### config.mk
export PLATFORM = sky130hd
export DESIGN_NAME = multiway_partition_lpt_local_search
export DESIGN_NICKNAME = d
export VERILOG_FILES = /design/src/design/mpl_pkg.sv /design/src/design/multiway_partition_lpt_local_search.sv /design/src/design/mpl_dp.sv /design/src/design/mpl_ctrl.sv
export SDC_FILE = /design/constraint.sdc
export NUM_CORES = 2
export LEC_CHECK = 0
export BUFFER_PORTS_ARGS = -buffer_cell sky130_fd_sc_hd__buf_2
export CORE_MARGIN = 1
export CORE_UTILIZATION = 35
export CTS_CLUSTER_DIAMETER = 50
export DETAILED_ROUTE_END_ITERATION = 10
export PLACE_DENSITY_LB_ADDON = 0.05
export SETUP_SLACK_MARGIN = 0.5
export SYNTH_ARGS = -nofsm -noshare
export SYNTH_HDL_FRONTEND = slang
export SYNTH_SLANG_ARGS = --single-unit
### constraint.sdc
create_clock -name clk_i -period 10.5 [get_ports clk_i]
set_input_delay 1.05 -clock clk_i [delete_from_list [all_inputs] [get_ports clk_i]]
set_output_delay 1.05 -clock clk_i [all_outputs]
set_load 0.02 [all_outputs]
### src/design/mpl_pkg.sv
// Shared types for the LPT multiway partitioner: datapath operation codes,
// controller status bundle and fixed field widths.
// No dependencies.
package mpl_pkg;

  localparam int unsigned CFG_W     = 5;
  localparam int unsigned CFG_RESET = 2;

  // one operation per cycle, issued by the controller to the datapath
  typedef enum logic [4:0] {
    OP_NONE,
    OP_LOAD,
    OP_INS_PUT,
    OP_INS_RD,
    OP_INS_CMP,
    OP_CLR,
    OP_MIN_INIT,
    OP_MIN_STEP,
    OP_DEAL_WR,
    OP_I_CLR,
    OP_RD,
    OP_MV_CHK,
    OP_MV_W2,
    OP_MAX_INIT,
    OP_MAX_STEP,
    OP_K_CLR,
    OP_SW_CHKI,
    OP_RDJ,
    OP_I_INC,
    OP_SW_CHKJ,
    OP_SW_W2,
    OP_SW_CNT,
    OP_OUT_LD,
    OP_OUT_ACC
  } op_e;

  typedef struct packed {
    logic full;       // task store holds MAX_TASKS entries
    logic j_zero;     // insertion slot reached the front
    logic shift;      // entry read ahead of the slot is shorter than the new task
    logic last;       // current item carried tlast
    logic scan_end;   // group scan counter reached the group count
    logic i_last;     // task pointer is on the last stored task
    logic i_end;      // task pointer is past the last stored task
    logic j_end;      // swap partner pointer is past the last stored task
    logic k_last;     // swap budget used up after this one
    logic mv_hit;     // read task may move to the lightest group
    logic sw_hit;     // read partner may swap with the held task
    logic is_hg;      // read task sits in the heaviest group
    logic out_final;  // held result is the last of the set
  } status_t;

endpackage

### src/design/multiway_partition_lpt_local_search.sv
// Channel   | dir | handshake                    | contents
// s_axis    | in  | s_axis_tvalid/s_axis_tready  | tdata: duration; tlast: last of set
// m_axis    | out | m_axis_tvalid/m_axis_tready  | tdata: task_index, task_length,
//           |     |                              |   assigned_group; tlast: final_res
// cfg       | in  | cfg_we_i                     | cfg_wdata_i: num_groups
// Load: each item is inserted into the sorted task memory (single read port),
//   moving shorter entries back one at a time to make room.
// After the last item: deal, move tries and swap tries, then the results, each
//   held until the output accepts it.
// Reset (async, low) clears counters, sums and num_groups (to 2); task memories
// are not cleared. tready is high only while idle.
module multiway_partition_lpt_local_search #(
  parameter int unsigned MAX_TASKS     = 64,
  parameter int unsigned MAX_GROUPS    = 16,
  parameter int unsigned DURATION_BITS = 16,
  localparam int unsigned IDX_W = $clog2(MAX_TASKS),
  localparam int unsigned GRP_W = $clog2(MAX_GROUPS),
  localparam int unsigned IN_W  = ((DURATION_BITS + 7) / 8) * 8,
  localparam int unsigned OUT_F = IDX_W + DURATION_BITS + GRP_W,
  localparam int unsigned OUT_W = ((OUT_F + 7) / 8) * 8
) (
  input  logic                      clk_i,
  input  logic                      rst_ni,
  input  logic                      s_axis_tvalid,
  output logic                      s_axis_tready,
  input  logic [IN_W-1:0]           s_axis_tdata,  // duration
  input  logic                      s_axis_tlast,
  output logic                      m_axis_tvalid,
  input  logic                      m_axis_tready,
  output logic [OUT_W-1:0]          m_axis_tdata,  // task_index, task_length, assigned_group
  output logic                      m_axis_tlast,
  input  logic                      cfg_we_i,
  input  logic [mpl_pkg::CFG_W-1:0] cfg_wdata_i
);

  mpl_pkg::op_e             op;
  mpl_pkg::status_t         status;
  logic [IDX_W-1:0]         out_idx;
  logic [DURATION_BITS-1:0] out_len;
  logic [GRP_W-1:0]         out_grp;

  mpl_ctrl u_ctrl (
    .clk_i       (clk_i),
    .rst_ni      (rst_ni),
    .in_valid_i  (s_axis_tvalid),
    .in_last_i   (s_axis_tlast),
    .out_ready_i (m_axis_tready),
    .status_i    (status),
    .in_ready_o  (s_axis_tready),
    .op_o        (op)
  );

  mpl_dp #(
    .MAX_TASKS     (MAX_TASKS),
    .MAX_GROUPS    (MAX_GROUPS),
    .DURATION_BITS (DURATION_BITS)
  ) u_dp (
    .clk_i       (clk_i),
    .rst_ni      (rst_ni),
    .op_i        (op),
    .in_data_i   (s_axis_tdata[DURATION_BITS-1:0]),
    .in_last_i   (s_axis_tlast),
    .cfg_we_i    (cfg_we_i),
    .cfg_wdata_i (cfg_wdata_i),
    .out_valid_o (m_axis_tvalid),
    .out_idx_o   (out_idx),
    .out_len_o   (out_len),
    .out_grp_o   (out_grp),
    .out_last_o  (m_axis_tlast),
    .status_o    (status)
  );

  assign m_axis_tdata = OUT_W'({out_grp, out_len, out_idx});

endmodule

### src/design/mpl_dp.sv
// Datapath of the LPT partitioner: task memories, group sums, scan counters
// and the output register. Driven by mpl_ctrl through mpl_pkg::op_e.
// Depends on mpl_pkg.
module mpl_dp #(
  parameter int unsigned MAX_TASKS     = 64,
  parameter int unsigned MAX_GROUPS    = 16,
  parameter int unsigned DURATION_BITS = 16,
  localparam int unsigned IDX_W = $clog2(MAX_TASKS),
  localparam int unsigned CNT_W = $clog2(MAX_TASKS + 1),
  localparam int unsigned GRP_W = $clog2(MAX_GROUPS),
  localparam int unsigned NG_W  = $clog2(MAX_GROUPS + 1),
  localparam int unsigned TOT_W = DURATION_BITS + IDX_W,
  localparam int unsigned LT_W  = DURATION_BITS + IDX_W
) (
  input  logic                        clk_i,
  input  logic                        rst_ni,
  input  mpl_pkg::op_e                op_i,
  input  logic [DURATION_BITS-1:0]    in_data_i,
  input  logic                        in_last_i,
  input  logic                        cfg_we_i,
  input  logic [mpl_pkg::CFG_W-1:0]   cfg_wdata_i,
  output logic                        out_valid_o,
  output logic [IDX_W-1:0]            out_idx_o,
  output logic [DURATION_BITS-1:0]    out_len_o,
  output logic [GRP_W-1:0]            out_grp_o,
  output logic                        out_last_o,
  output mpl_pkg::status_t            status_o
);

  logic [mpl_pkg::CFG_W-1:0] cfg_q;
  logic [NG_W-1:0]           ng;
  logic [CNT_W-1:0]          cnt_q, i_q, jj_q, k_q;
  logic [IDX_W-1:0]          ip_q;
  logic [DURATION_BITS-1:0]  kl_q, li_q;
  logic                      last_q;
  logic [NG_W-1:0]           g_q;
  logic [GRP_W-1:0]          best_q, hg_q, gj_q;
  logic [TOT_W-1:0]          bsum_q, hsum_q, tj_q;
  logic                      jsel_q;
  logic [TOT_W-1:0]          tot_q [MAX_GROUPS];

  logic [LT_W-1:0]           mem_lt [MAX_TASKS];
  logic [GRP_W-1:0]          mem_g  [MAX_TASKS];
  logic [LT_W-1:0]           rd_lt_q;
  logic [GRP_W-1:0]          rd_g_q;

  logic                      out_valid_q, fin_q;
  logic [IDX_W-1:0]          out_idx_q;
  logic [DURATION_BITS-1:0]  out_len_q;
  logic [GRP_W-1:0]          out_grp_q;

  logic [DURATION_BITS-1:0]  rd_len;
  logic [IDX_W-1:0]          rd_tag;
  logic [GRP_W-1:0]          g_idx, tot_addr;
  logic [TOT_W-1:0]          tot_rd, deal_sum;
  logic [DURATION_BITS-1:0]  dlt;
  logic [TOT_W:0]            mv_sum, sw_sum;
  logic                      mv_hit, sw_hit, shift;

  logic [IDX_W-1:0]          m_raddr;
  logic                      lt_we, g_we, t_we;
  logic [IDX_W-1:0]          lt_waddr, g_waddr;
  logic [LT_W-1:0]           lt_wdata;
  logic [GRP_W-1:0]          g_wdata, t_waddr;
  logic [TOT_W-1:0]          t_wdata;

  // group count: zero reads as one, large values saturate
  always_comb begin
    if (cfg_q == '0) begin
      ng = NG_W'(1);
    end else if (32'(cfg_q) > MAX_GROUPS) begin
      ng = NG_W'(MAX_GROUPS);
    end else begin
      ng = NG_W'(cfg_q);
    end
  end

  assign rd_len   = rd_lt_q[LT_W-1:IDX_W];
  assign rd_tag   = rd_lt_q[IDX_W-1:0];
  assign g_idx    = g_q[GRP_W-1:0];
  assign tot_addr = jsel_q ? rd_g_q : g_idx;
  assign tot_rd   = tot_q[tot_addr];
  assign deal_sum = bsum_q + TOT_W'(rd_len);
  assign dlt      = li_q - rd_len;
  assign mv_sum   = {1'b0, bsum_q} + (TOT_W+1)'(rd_len);
  assign sw_sum   = {1'b0, tot_rd} + (TOT_W+1)'(dlt);
  assign mv_hit   = (rd_g_q == hg_q) && (mv_sum < {1'b0, hsum_q});
  assign sw_hit   = (rd_g_q != hg_q) && (li_q != rd_len) && (sw_sum < {1'b0, hsum_q});
  assign shift    = rd_len < kl_q;

  always_comb begin
    case (op_i)
      mpl_pkg::OP_INS_RD: m_raddr = ip_q - IDX_W'(1);
      mpl_pkg::OP_RDJ:    m_raddr = jj_q[IDX_W-1:0];
      default:            m_raddr = i_q[IDX_W-1:0];
    endcase
  end

  always_comb begin
    lt_we    = (op_i == mpl_pkg::OP_INS_PUT) || (op_i == mpl_pkg::OP_INS_CMP);
    lt_waddr = ip_q;
    lt_wdata = ((op_i == mpl_pkg::OP_INS_CMP) && shift) ? rd_lt_q
                                                        : {kl_q, cnt_q[IDX_W-1:0]};
    g_we    = 1'b0;
    g_waddr = i_q[IDX_W-1:0];
    g_wdata = best_q;
    t_we    = 1'b0;
    t_waddr = best_q;
    t_wdata = deal_sum;
    case (op_i)
      mpl_pkg::OP_DEAL_WR: begin
        g_we = 1'b1;
        t_we = 1'b1;
      end
      mpl_pkg::OP_MV_CHK: begin
        g_we    = mv_hit;
        t_we    = mv_hit;
        t_waddr = hg_q;
        t_wdata = hsum_q - TOT_W'(rd_len);
      end
      mpl_pkg::OP_MV_W2: begin
        t_we    = 1'b1;
        t_wdata = bsum_q + TOT_W'(li_q);
      end
      mpl_pkg::OP_SW_CHKJ: begin
        g_we    = sw_hit;
        g_wdata = rd_g_q;
        t_we    = sw_hit;
        t_waddr = hg_q;
        t_wdata = hsum_q - TOT_W'(dlt);
      end
      mpl_pkg::OP_SW_W2: begin
        g_we    = 1'b1;
        g_waddr = jj_q[IDX_W-1:0];
        g_wdata = hg_q;
        t_we    = 1'b1;
        t_waddr = gj_q;
        t_wdata = tj_q;
      end
      default: ;
    endcase
  end

  always_ff @(posedge clk_i) begin
    if (lt_we) begin
      mem_lt[lt_waddr] <= lt_wdata;
    end
    if (g_we) begin
      mem_g[g_waddr] <= g_wdata;
    end
    rd_lt_q <= mem_lt[m_raddr];
    rd_g_q  <= mem_g[m_raddr];
  end

  always_ff @(posedge clk_i or negedge rst_ni) begin
    if (!rst_ni) begin
      for (int unsigned n = 0; n < MAX_GROUPS; n++) begin
        tot_q[n] <= '0;
      end
    end else if (op_i == mpl_pkg::OP_CLR) begin
      for (int unsigned n = 0; n < MAX_GROUPS; n++) begin
        tot_q[n] <= '0;
      end
    end else if (t_we) begin
      tot_q[t_waddr] <= t_wdata;
    end
  end

  always_ff @(posedge clk_i or negedge rst_ni) begin
    if (!rst_ni) begin
      cfg_q       <= mpl_pkg::CFG_W'(mpl_pkg::CFG_RESET);
      cnt_q       <= '0;
      ip_q        <= '0;
      last_q      <= 1'b0;
      i_q         <= '0;
      jj_q        <= '0;
      k_q         <= '0;
      g_q         <= '0;
      best_q      <= '0;
      bsum_q      <= '0;
      hg_q        <= '0;
      hsum_q      <= '0;
      li_q        <= '0;
      gj_q        <= '0;
      tj_q        <= '0;
      jsel_q      <= 1'b0;
      out_valid_q <= 1'b0;
      fin_q       <= 1'b0;
    end else begin
      if (cfg_we_i) begin
        cfg_q <= cfg_wdata_i;
      end
      jsel_q <= (op_i == mpl_pkg::OP_RDJ);
      case (op_i)
        mpl_pkg::OP_LOAD: begin
          last_q <= in_last_i;
          ip_q   <= cnt_q[IDX_W-1:0];
        end
        mpl_pkg::OP_INS_PUT: cnt_q <= cnt_q + CNT_W'(1);
        mpl_pkg::OP_INS_CMP: begin
          if (shift) begin
            ip_q <= ip_q - IDX_W'(1);
          end else begin
            cnt_q <= cnt_q + CNT_W'(1);
          end
        end
        mpl_pkg::OP_CLR: begin
          hg_q   <= '0;
          hsum_q <= '0;
          i_q    <= '0;
        end
        mpl_pkg::OP_MIN_INIT: begin
          best_q <= '0;
          bsum_q <= '1;   // above any reachable sum
          g_q    <= '0;
        end
        mpl_pkg::OP_MIN_STEP: begin
          if (tot_rd < bsum_q) begin
            best_q <= g_idx;
            bsum_q <= tot_rd;
          end
          g_q <= g_q + NG_W'(1);
        end
        mpl_pkg::OP_DEAL_WR: begin
          if (deal_sum > hsum_q) begin
            hg_q   <= best_q;
            hsum_q <= deal_sum;
          end else if (best_q == hg_q) begin
            hsum_q <= deal_sum;
          end
          i_q <= i_q + CNT_W'(1);
        end
        mpl_pkg::OP_I_CLR: i_q <= '0;
        mpl_pkg::OP_MV_CHK: begin
          if (mv_hit) begin
            li_q <= rd_len;
          end else begin
            i_q <= i_q + CNT_W'(1);
          end
        end
        mpl_pkg::OP_MAX_INIT: begin
          hg_q   <= '0;
          hsum_q <= '0;
          g_q    <= '0;
        end
        mpl_pkg::OP_MAX_STEP: begin
          if (tot_rd > hsum_q) begin
            hg_q   <= g_idx;
            hsum_q <= tot_rd;
          end
          g_q <= g_q + NG_W'(1);
        end
        mpl_pkg::OP_K_CLR: begin
          k_q <= '0;
          i_q <= '0;
        end
        mpl_pkg::OP_SW_CHKI: begin
          if (rd_g_q == hg_q) begin
            li_q <= rd_len;
            jj_q <= i_q + CNT_W'(1);
          end else begin
            i_q <= i_q + CNT_W'(1);
          end
        end
        mpl_pkg::OP_I_INC: i_q <= i_q + CNT_W'(1);
        mpl_pkg::OP_SW_CHKJ: begin
          if (sw_hit) begin
            gj_q <= rd_g_q;
            tj_q <= tot_rd + TOT_W'(dlt);
          end else begin
            jj_q <= jj_q + CNT_W'(1);
          end
        end
        mpl_pkg::OP_SW_CNT: begin
          k_q <= k_q + CNT_W'(1);
          i_q <= '0;
        end
        mpl_pkg::OP_OUT_LD: begin
          out_valid_q <= 1'b1;
          fin_q       <= ({1'b0, i_q} + (CNT_W+1)'(1)) == {1'b0, cnt_q};
        end
        mpl_pkg::OP_OUT_ACC: begin
          out_valid_q <= 1'b0;
          if (fin_q) begin
            cnt_q <= '0;
          end else begin
            i_q <= i_q + CNT_W'(1);
          end
        end
        default: ;
      endcase
    end
  end

  always_ff @(posedge clk_i) begin
    if (op_i == mpl_pkg::OP_LOAD) begin
      kl_q <= in_data_i;
    end
    if (op_i == mpl_pkg::OP_OUT_LD) begin
      out_idx_q <= rd_tag;
      out_len_q <= rd_len;
      out_grp_q <= rd_g_q;
    end
  end

  assign out_valid_o = out_valid_q;
  assign out_idx_o   = out_idx_q;
  assign out_len_o   = out_len_q;
  assign out_grp_o   = out_grp_q;
  assign out_last_o  = fin_q;

  always_comb begin
    status_o.full      = cnt_q == CNT_W'(MAX_TASKS);
    status_o.j_zero    = ip_q == '0;
    status_o.shift     = shift;
    status_o.last      = last_q;
    status_o.scan_end  = g_q == ng;
    status_o.i_last    = ({1'b0, i_q} + (CNT_W+1)'(1)) == {1'b0, cnt_q};
    status_o.i_end     = i_q == cnt_q;
    status_o.j_end     = jj_q == cnt_q;
    status_o.k_last    = ({1'b0, k_q} + (CNT_W+1)'(1)) == {1'b0, cnt_q};
    status_o.mv_hit    = mv_hit;
    status_o.sw_hit    = sw_hit;
    status_o.is_hg     = rd_g_q == hg_q;
    status_o.out_final = fin_q;
  end

  a_cnt_bound: assert property (@(posedge clk_i) disable iff (!rst_ni)
    cnt_q <= CNT_W'(MAX_TASKS))
    else $error("task count above capacity");

  a_out_in_set: assert property (@(posedge clk_i) disable iff (!rst_ni)
    out_valid_q |-> (i_q < cnt_q))
    else $error("result pointer outside stored set");

  a_set_done: assert property (@(posedge clk_i) disable iff (!rst_ni)
    (op_i == mpl_pkg::OP_OUT_ACC && fin_q) |=> (cnt_q == '0 && !out_valid_q))
    else $error("set not retired after final result");

  a_move_target: assert property (@(posedge clk_i) disable iff (!rst_ni)
    (op_i == mpl_pkg::OP_MV_CHK && mv_hit) |-> (best_q != hg_q))
    else $error("move into the heaviest group");

endmodule

### src/design/mpl_ctrl.sv
// Controller of the LPT partitioner: one-hot sequencer over load/insert,
// deal, move search, swap search and result phases.
// Depends on mpl_pkg.
module mpl_ctrl (
  input  logic             clk_i,
  input  logic             rst_ni,
  input  logic             in_valid_i,
  input  logic             in_last_i,
  input  logic             out_ready_i,
  input  mpl_pkg::status_t status_i,
  output logic             in_ready_o,
  output mpl_pkg::op_e     op_o
);

  typedef enum logic [22:0] {
    S_IDLE    = 23'd1 << 0,
    S_INS_RD  = 23'd1 << 1,
    S_INS_CMP = 23'd1 << 2,
    S_CLR     = 23'd1 << 3,
    S_DL_MIN0 = 23'd1 << 4,
    S_DL_MIN  = 23'd1 << 5,
    S_MV_MIN0 = 23'd1 << 6,
    S_MV_MIN  = 23'd1 << 7,
    S_MV_RD   = 23'd1 << 8,
    S_MV_CHK  = 23'd1 << 9,
    S_MV_W2   = 23'd1 << 10,
    S_MV_MAX0 = 23'd1 << 11,
    S_MV_MAX  = 23'd1 << 12,
    S_SW_RDI  = 23'd1 << 13,
    S_SW_CHKI = 23'd1 << 14,
    S_SW_RDJ  = 23'd1 << 15,
    S_SW_CHKJ = 23'd1 << 16,
    S_SW_W2   = 23'd1 << 17,
    S_SW_MAX0 = 23'd1 << 18,
    S_SW_MAX  = 23'd1 << 19,
    S_OUT_RD  = 23'd1 << 20,
    S_OUT_LD  = 23'd1 << 21,
    S_OUT_WT  = 23'd1 << 22
  } state_e;

  state_e state_q, state_d;

  assign in_ready_o = (state_q == S_IDLE);

  always_comb begin
    state_d = state_q;
    op_o    = mpl_pkg::OP_NONE;
    unique case (state_q)
      S_IDLE: begin
        if (in_valid_i) begin
          op_o = mpl_pkg::OP_LOAD;
          if (!status_i.full) begin
            state_d = S_INS_RD;
          end else if (in_last_i) begin
            state_d = S_CLR;   // dropped item still closes the set
          end
        end
      end
      S_INS_RD: begin
        if (status_i.j_zero) begin
          op_o    = mpl_pkg::OP_INS_PUT;
          state_d = status_i.last ? S_CLR : S_IDLE;
        end else begin
          op_o    = mpl_pkg::OP_INS_RD;
          state_d = S_INS_CMP;
        end
      end
      S_INS_CMP: begin
        op_o = mpl_pkg::OP_INS_CMP;
        if (status_i.shift) begin
          state_d = S_INS_RD;
        end else begin
          state_d = status_i.last ? S_CLR : S_IDLE;
        end
      end
      S_CLR: begin
        op_o    = mpl_pkg::OP_CLR;
        state_d = S_DL_MIN0;
      end
      S_DL_MIN0: begin
        op_o    = mpl_pkg::OP_MIN_INIT;
        state_d = S_DL_MIN;
      end
      S_DL_MIN: begin
        if (status_i.scan_end) begin
          op_o    = mpl_pkg::OP_DEAL_WR;
          state_d = status_i.i_last ? S_MV_MIN0 : S_DL_MIN0;
        end else begin
          op_o = mpl_pkg::OP_MIN_STEP;
        end
      end
      S_MV_MIN0: begin
        op_o    = mpl_pkg::OP_MIN_INIT;
        state_d = S_MV_MIN;
      end
      S_MV_MIN: begin
        if (status_i.scan_end) begin
          op_o    = mpl_pkg::OP_I_CLR;
          state_d = S_MV_RD;
        end else begin
          op_o = mpl_pkg::OP_MIN_STEP;
        end
      end
      S_MV_RD: begin
        if (status_i.i_end) begin
          op_o    = mpl_pkg::OP_K_CLR;
          state_d = S_SW_RDI;
        end else begin
          op_o    = mpl_pkg::OP_RD;
          state_d = S_MV_CHK;
        end
      end
      S_MV_CHK: begin
        op_o    = mpl_pkg::OP_MV_CHK;
        state_d = status_i.mv_hit ? S_MV_W2 : S_MV_RD;
      end
      S_MV_W2: begin
        op_o    = mpl_pkg::OP_MV_W2;
        state_d = S_MV_MAX0;
      end
      S_MV_MAX0: begin
        op_o    = mpl_pkg::OP_MAX_INIT;
        state_d = S_MV_MAX;
      end
      S_MV_MAX: begin
        if (status_i.scan_end) begin
          state_d = S_MV_MIN0;
        end else begin
          op_o = mpl_pkg::OP_MAX_STEP;
        end
      end
      S_SW_RDI: begin
        if (status_i.i_end) begin
          op_o    = mpl_pkg::OP_I_CLR;   // no swap found
          state_d = S_OUT_RD;
        end else begin
          op_o    = mpl_pkg::OP_RD;
          state_d = S_SW_CHKI;
        end
      end
      S_SW_CHKI: begin
        op_o    = mpl_pkg::OP_SW_CHKI;
        state_d = status_i.is_hg ? S_SW_RDJ : S_SW_RDI;
      end
      S_SW_RDJ: begin
        if (status_i.j_end) begin
          op_o    = mpl_pkg::OP_I_INC;
          state_d = S_SW_RDI;
        end else begin
          op_o    = mpl_pkg::OP_RDJ;
          state_d = S_SW_CHKJ;
        end
      end
      S_SW_CHKJ: begin
        op_o    = mpl_pkg::OP_SW_CHKJ;
        state_d = status_i.sw_hit ? S_SW_W2 : S_SW_RDJ;
      end
      S_SW_W2: begin
        op_o    = mpl_pkg::OP_SW_W2;
        state_d = S_SW_MAX0;
      end
      S_SW_MAX0: begin
        op_o    = mpl_pkg::OP_MAX_INIT;
        state_d = S_SW_MAX;
      end
      S_SW_MAX: begin
        if (!status_i.scan_end) begin
          op_o = mpl_pkg::OP_MAX_STEP;
        end else if (status_i.k_last) begin
          op_o    = mpl_pkg::OP_I_CLR;
          state_d = S_OUT_RD;
        end else begin
          op_o    = mpl_pkg::OP_SW_CNT;
          state_d = S_SW_RDI;
        end
      end
      S_OUT_RD: begin
        op_o    = mpl_pkg::OP_RD;
        state_d = S_OUT_LD;
      end
      S_OUT_LD: begin
        op_o    = mpl_pkg::OP_OUT_LD;
        state_d = S_OUT_WT;
      end
      S_OUT_WT: begin
        if (out_ready_i) begin
          op_o    = mpl_pkg::OP_OUT_ACC;
          state_d = status_i.out_final ? S_IDLE : S_OUT_RD;
        end
      end
      default: state_d = S_IDLE;
    endcase
  end

  always_ff @(posedge clk_i or negedge rst_ni) begin
    if (!rst_ni) begin
      state_q <= S_IDLE;
    end else begin
      state_q <= state_d;
    end
  end

  a_ready_idle: assert property (@(posedge clk_i) disable iff (!rst_ni)
    (state_q != S_IDLE) |-> !in_ready_o)
    else $error("input ready outside idle");

  a_out_ack: assert property (@(posedge clk_i) disable iff (!rst_ni)
    (state_q == S_OUT_WT && out_ready_i && status_i.out_final) |=> (state_q == S_IDLE))
    else $error("did not return to idle after last result");

endmodule
## Word level (Yosys, flattened, before mapping)

Memories as Yosys holds them, arrays and structs flattened. A register that Yosys moved wholly into a read port is not among the register bits.
Cells that the tools add are included.

| word-level totals | value |
|---|---|
| register bits after elaboration | 559 |
| memory bits (writable) | 1,664 |
| output and inout bits | 35 |
| logic and storage cells | 268 |
| memories | 2 |

| cells by class | value |
|---|---|
| $add $sub $neg | 16 |
| magnitude comparators | 10 |
| equality and inequality tests | 75 |
| multiplexer cells | 85 |
| bitwise operators | 2 |
| reduce and logical (&&, ||, !) cells | 39 |

Memory list:

| name | words | bits a word | read ports | clocked after memory_dff | write ports | RTL line | text |
|---|---|---|---|---|---|---|---|
| u_dp.mem_lt | 64 | 22 | 1 | 1 | 1 | mpl_dp.sv:42 | `logic [LT_W-1:0] mem_lt [MAX_TASKS];` |
| u_dp.mem_g | 64 | 4 | 1 | 1 | 1 | mpl_dp.sv:43 | `logic [GRP_W-1:0] mem_g [MAX_TASKS];` |

Operators with widths:

| kind | count |
|---|---|
| $mux W352 | 2 |
| $pmux W23 S23 | 1 |
| $bwmux W352 | 1 |
| $mux W23 | 10 |
| $mux W22 | 8 |
| $pmux W5 S21 | 1 |
| $bmux W22 S4 | 1 |
| $demux W22 S4 | 1 |
| $pmux W22 S4 | 1 |
| $add A22 B16 Y22 | 3 |
| $pmux W22 S3 | 1 |
| $mux W21 | 3 |
| $mux W7 | 8 |
| $mux W16 | 3 |
| $add A22 B16 Y23 | 2 |
| $lt A23 B22 Y1 | 2 |
| $gt A22 B22 Y1 | 2 |
| $pmux W22 S2 | 1 |
| $sub A22 B16 Y22 | 2 |
| $eq A5 B5 Y1 const B | 8 |
| $eq A5 B4 Y1 const B | 7 |
| $pmux W7 S5 | 1 |
| $mux W4 | 8 |
| $pmux W16 S2 | 1 |
| 79 further kinds | 149 |

## Longest topological paths before layout

| logic depth | value |
|---|---|
| depth in word-level cells | 17 |
| gate-level depth with buffers | 33 |

## Hierarchy

A second synthesis with hierarchy kept.

| second synthesis, totals | value |
|---|---|
| cell total of the unflattened synthesis | 8,676 |
| area total of the unflattened synthesis | 102,383.2 µm² |

By module, submodules not included:

| module | times used | cells an instance | area an instance (µm²) |
|---|---|---|---|
| mpl_dp | 1 | 8,461 | 100,590.2 |
| mpl_ctrl | 1 | 208 | 1,744.2 |
| multiway_partition_lpt_local_search | 1 | 7 | 48.8 |

## Worst setup path after synthesis

Ideal clock, no wire load.

| timing | value |
|---|---|
| kind | flip-flop to flip-flop |
| start point | register u_dp.jsel_q |
| end point | memory u_dp.mem_g[14][0] (netlist name), enable pin |
| library setup time | 330 ps |
| arrival | 7,356 ps |
| data required time | 10,170 ps |
| path slack | 2,815 ps |
| cell stages (with the launch flop) | 30 |
| buffers on the path | 6 |
| clock period less this slack | 7,685 ps |
| path through | dfrtp_1 -> buf_2 -> mux2i_4 -> buf_4 -> buf_2 -> buf_1 -> buf_2 -> mux4_2 -> nand2_1 -> a31oi_1 -> ha_1 -> or3_1 -> o21ai_0 -> nor3_1 -> o31ai_1 -> nor2_1 -> a2111oi_0 -> nand2b_1 -> xnor2_1 -> ha_1 -> a21o_1 -> a21oi_1 -> o221ai_1 -> nand2b_1 -> nand3_1 -> nor3_2 -> buf_2 -> o31a_1 -> a31oi_1 -> nor2_1 |

| between the ends | value |
|---|---|
| longest elaborated chain between the ends | 11 |

Ends and longest elaborated chain:

| what | RTL line | text |
|---|---|---|
| from (decl) | mpl_dp.sv:39 | `logic jsel_q;` |
| from (signal assigned) | mpl_dp.sv:193 | `jsel_q <= (op_i == mpl_pkg::OP_RDJ);` |
| $mux W4 | mpl_dp.sv:81 | `assign tot_addr = jsel_q ? rd_g_q : g_idx;` |
| $not A4 Y5 (implied by the code) | mpl_dp.sv:82 | `assign tot_rd = tot_q[tot_addr];` |
| $bmux W22 S4 | mpl_dp.sv:82 |  |
| $mux W22 (implied by the code) (2 in series) | mpl_dp.sv:82 |  |
| $add A22 B16 Y23 | mpl_dp.sv:86 | `assign sw_sum = {1'b0, tot_rd} + (TOT_W+1)'(dlt);` |
| via u_dp.sw_sum[17] | mpl_dp.sv:57 | `logic [TOT_W:0] mv_sum, sw_sum;` |
| $lt A23 B22 Y1 | mpl_dp.sv:88 | `assign sw_hit = (rd_g_q != hg_q) && (li_q != rd_len) && (sw_sum < {1'b0, hsum_q});` |
| $logic_and A1 B1 Y1 | mpl_dp.sv:88 |  |
| $pmux W1 S3 | mpl_dp.sv:110 | `case (op_i)` |
| $mux W1 | mpl_dp.sv:148 | `if (g_we) begin` |
| $mux W1 (implied by the code) | mpl_dp.sv:149 | `mem_g[g_waddr] <= g_wdata;` |
| to (decl) | mpl_dp.sv:43 |  |

The timed path passes the listed nets, and every way through them passes these cells. The select of a mux whose other input is x is not followed.

## Worst setup path after layout

| timing | value |
|---|---|
| start point | register u_dp.jsel_q |
| end point | memory u_dp.mem_g[52][1] (netlist name), enable pin |

Same word-level chain as after synthesis.

==> impl_metrics.json <==
{
  "status": "finished, final reports clean",
  "hold_viol_final": 0,
  "syn_area_per_cell_um2": 13.2,
  "first_iter_violations": 6008,
  "path_max_fanout": 12,
  "end_kind": "flip-flop",
  "cp.required_ps": 11050,
  "cpMaxStageDelayCell": "nor3_4",
  "htreeDepth": 5,
  "ys_types": 112,
  "setup_viol": 0,
  "io_pins": 62,
  "routed_wl_um": 345000,
  "slew_headroom": 0.111,
  "gp_congestion": 0.907,
  "antenna_found_initial": 29,
  "cts_made_buffers": 316,
  "finalPower_mw": 28.4,
  "utilization": 0.410,
  "setup-tns-final_ps": 0,
  "cp_top_family": "compound AO/OA/AOI/OAI gates",
  "fmax_ghz": 0.111,
  "p_leak_nw": 42.1,
  "cp.arrival_ps": 9560,
  "synth-seq-cells": 2249,
  "synth_seq_area_share": 0.651,
  "syn2layout_area_growth_pct": 16.5,
  "yosysWarnings": 0,
  "port_buffers": 55,
  "hold_class": "in -> async",
  "cts_sinks": 2249,
  "crit_buf_inv": 2,
  "cp-start-kind": "flip-flop",
  "power.density_nw_per_um2": 246,
  "rows": 195,
  "vias": 65100,
  "via_per_inst": 5.57,
  "period_share": 0.858,
  "drv_slew": 0,
  "final_nets": 7916,
  "clockBufferDepth": 4,
  "synth_cells": 7535,
  "postCtsSetupRepairBufs": 0,
  "cap_violations": 0,
  "wire_per_inst_um": 29.5,
  "place_area_um2": 105000,
  "layout-drive-gt1-share": 0.168,
  "synth_top_area_frac": 0.516,
  "postRouteAntennaNets": 0,
  "grt_pass1_wl_um": 491000,
  "hold_ws_ps": 226,
  "cts_tree": "built",
  "min_period_ps": 9010,
  "die-height_um": 535,
  "synth_most_common_cell": "edfxtp_1",
  "drc": 0,
  "yosys.area.top_type": "edfxtp_1",
  "grt_usage": 0.238,
  "synth_area_leaders": "edfxtp_1 52%, dfrtp_1 13%, mux4_2 6.8%",
  "core-area_um2": 282000,
  "grt_pass1_vias": 64300,
  "synthArstFlopShare": 0.230,
  "path_clk_slew_ps": 50,
  "initial_core_util": 0.352,
  "die_w_um": 535,
  "synth-edff-count": 1706,
  "ctsResizeCount": 0,
  "skew_ps": 43.1,
  "fillers": 26200,
  "dieArea_um2": 286000,
  "ir_drop_uv": 141,
  "insertion_delay_ps": 900,
  "grt_max_degree": 141,
  "grt-ovfl-total": 0,
  "tightest_slew_ps": 1320,
  "finalInstanceArea_um2": 116000,
  "cts_root_buf": "clkbuf_16",
  "slowest_delay_ps": 850,
  "path_class": "reg -> reg",
  "ctsHoldBuffers": 0,
  "synth_top_cells_by_count": "1706 x edfxtp_1, 1102 x nand2_1, 789 x nand3_1",
  "synth_flop_cell": "edfxtp_1",
  "netlist_area_um2": 99300,
  "rsz0062_at_grt": "no",
  "hpwl_um": 214000,
  "dr.pass1.iters": 5
}
through the flow:
step	setup WS, ps	instances
4_1_cts	1470	11700
3_5_place_dp	1490	11100
5_1_grt	924	11700
2_1_floorplan	2810	7540
3_3_place_gp	1550	11100
6_report	1490	11700
state kept, by name (all words and copies together), names as in the netlist, 5 cells and up:
register,count
u_dp.k_q,7
u_dp.kl_q,16
u_dp.g_q,5
u_ctrl.state_q,23
u_dp.ip_q,6
u_dp.mem_g,256
u_dp.bsum_q,22
u_dp.tot_q,352
u_dp.jj_q,7
u_dp.hsum_q,22
u_dp.i_q,7
u_dp.mem_lt,1408
u_dp.tj_q,22
u_dp.cfg_q,5
u_dp.li_q,16
u_dp.out_len_o,16
u_dp.rd_lt_q,22
u_dp.out_idx_o,6
u_dp.cnt_q,7
cells by family (layout without fill, tap and decap cells):
group | Yosys count | after routing | share of synthesized area
mux | 396 | 396 | 0.0779
simple gates | 2623 | 2623 | 0.123
other cells | 1 | 13 | 0.0000378
fa+ha+maj | 192 | 192 | 0.0246
compound gates | 1318 | 1318 | 0.0844
xor+xnor | 135 | 135 | 0.0119
buf+inv | 621 | 1026 | 0.0267
flops | 2249 | 2249 | 0.651
cells in the final DEF, fill, tap and decap left out, drive strengths merged, types with 40 or more instances in the layout:
| master | n |
|---|---|
| clkinv | 86 |
| ha | 187 |
| xor2 | 44 |
| nand2 | 1102 |
| edfxtp | 1706 |
| nand4 | 92 |
| clkbuf | 384 |
| xnor2 | 91 |
| mux4 | 298 |
| dfrtp | 515 |
| nand3 | 789 |
| inv | 174 |
| mux2i | 75 |
| buf | 326 |
| a21oi | 175 |
| nor2 | 240 |
| a31oi | 109 |
| a21o | 57 |
| o21ai | 519 |
| a22oi | 150 |
| or4 | 40 |
| nor3 | 114 |
where the power goes:
group / leakage, nW / internal, mW / switching, mW / total, mW
combinational: 14.2 / 2.09 / 5.12 / 7.21
clock: 5.04 / 6.47 / 4.19 / 10.7
sequential: 22.9 / 10.3 / 0.300 / 10.6
total: 42.1 / 18.8 / 9.61 / 28.4
final cells by class:
type | count | area [µm²] | area share
Clock buffer | 384 | 8470 | 0.0732
Timing Repair Buffer | 326 | 2470 | 0.0213
Tap cell | 3743 | 4680 | 0.0405
Inverter | 134 | 503 | 0.00435
Multi-Input combinational cell | 4670 | 33000 | 0.285
Sequential cell | 2249 | 64700 | 0.559
Antenna cell | 7 | 17.5 | 0.000151
Clock inverter | 182 | 1960 | 0.0169
worst paths after layout:
check                                 start                end  slack, ps  cells after the start
setup / recovery                u_dp.jsel_q  u_dp.mem_g[52][1]       1490                     25
hold / removal                       rst_ni    u_dp.tot_q[302]        230                      1
setup reg to reg                u_dp.jsel_q  u_dp.mem_g[52][1]       1490                     25
hold reg to reg                u_dp.tj_q[8]       u_dp.tj_q[8]        470                      2
max in group asynchronous            rst_ni      u_dp.cnt_q[3]       8060                      3
min in group clk_i         s_axis_tdata[12]      u_dp.kl_q[12]        350                      1
routing by layer:
metal,routed length [µm],GRT usage,vias up,share of wire
met4,13500,0.0917,8,0.039
li1,-,-,29100,-
met3,15900,0.0295,534,0.046
met5,53,0,-,0.00015
met2,164000,0.389,1874,0.48
met1,151000,0.324,33600,0.44
No activity file was read; power rests on OpenSTA's default activity.
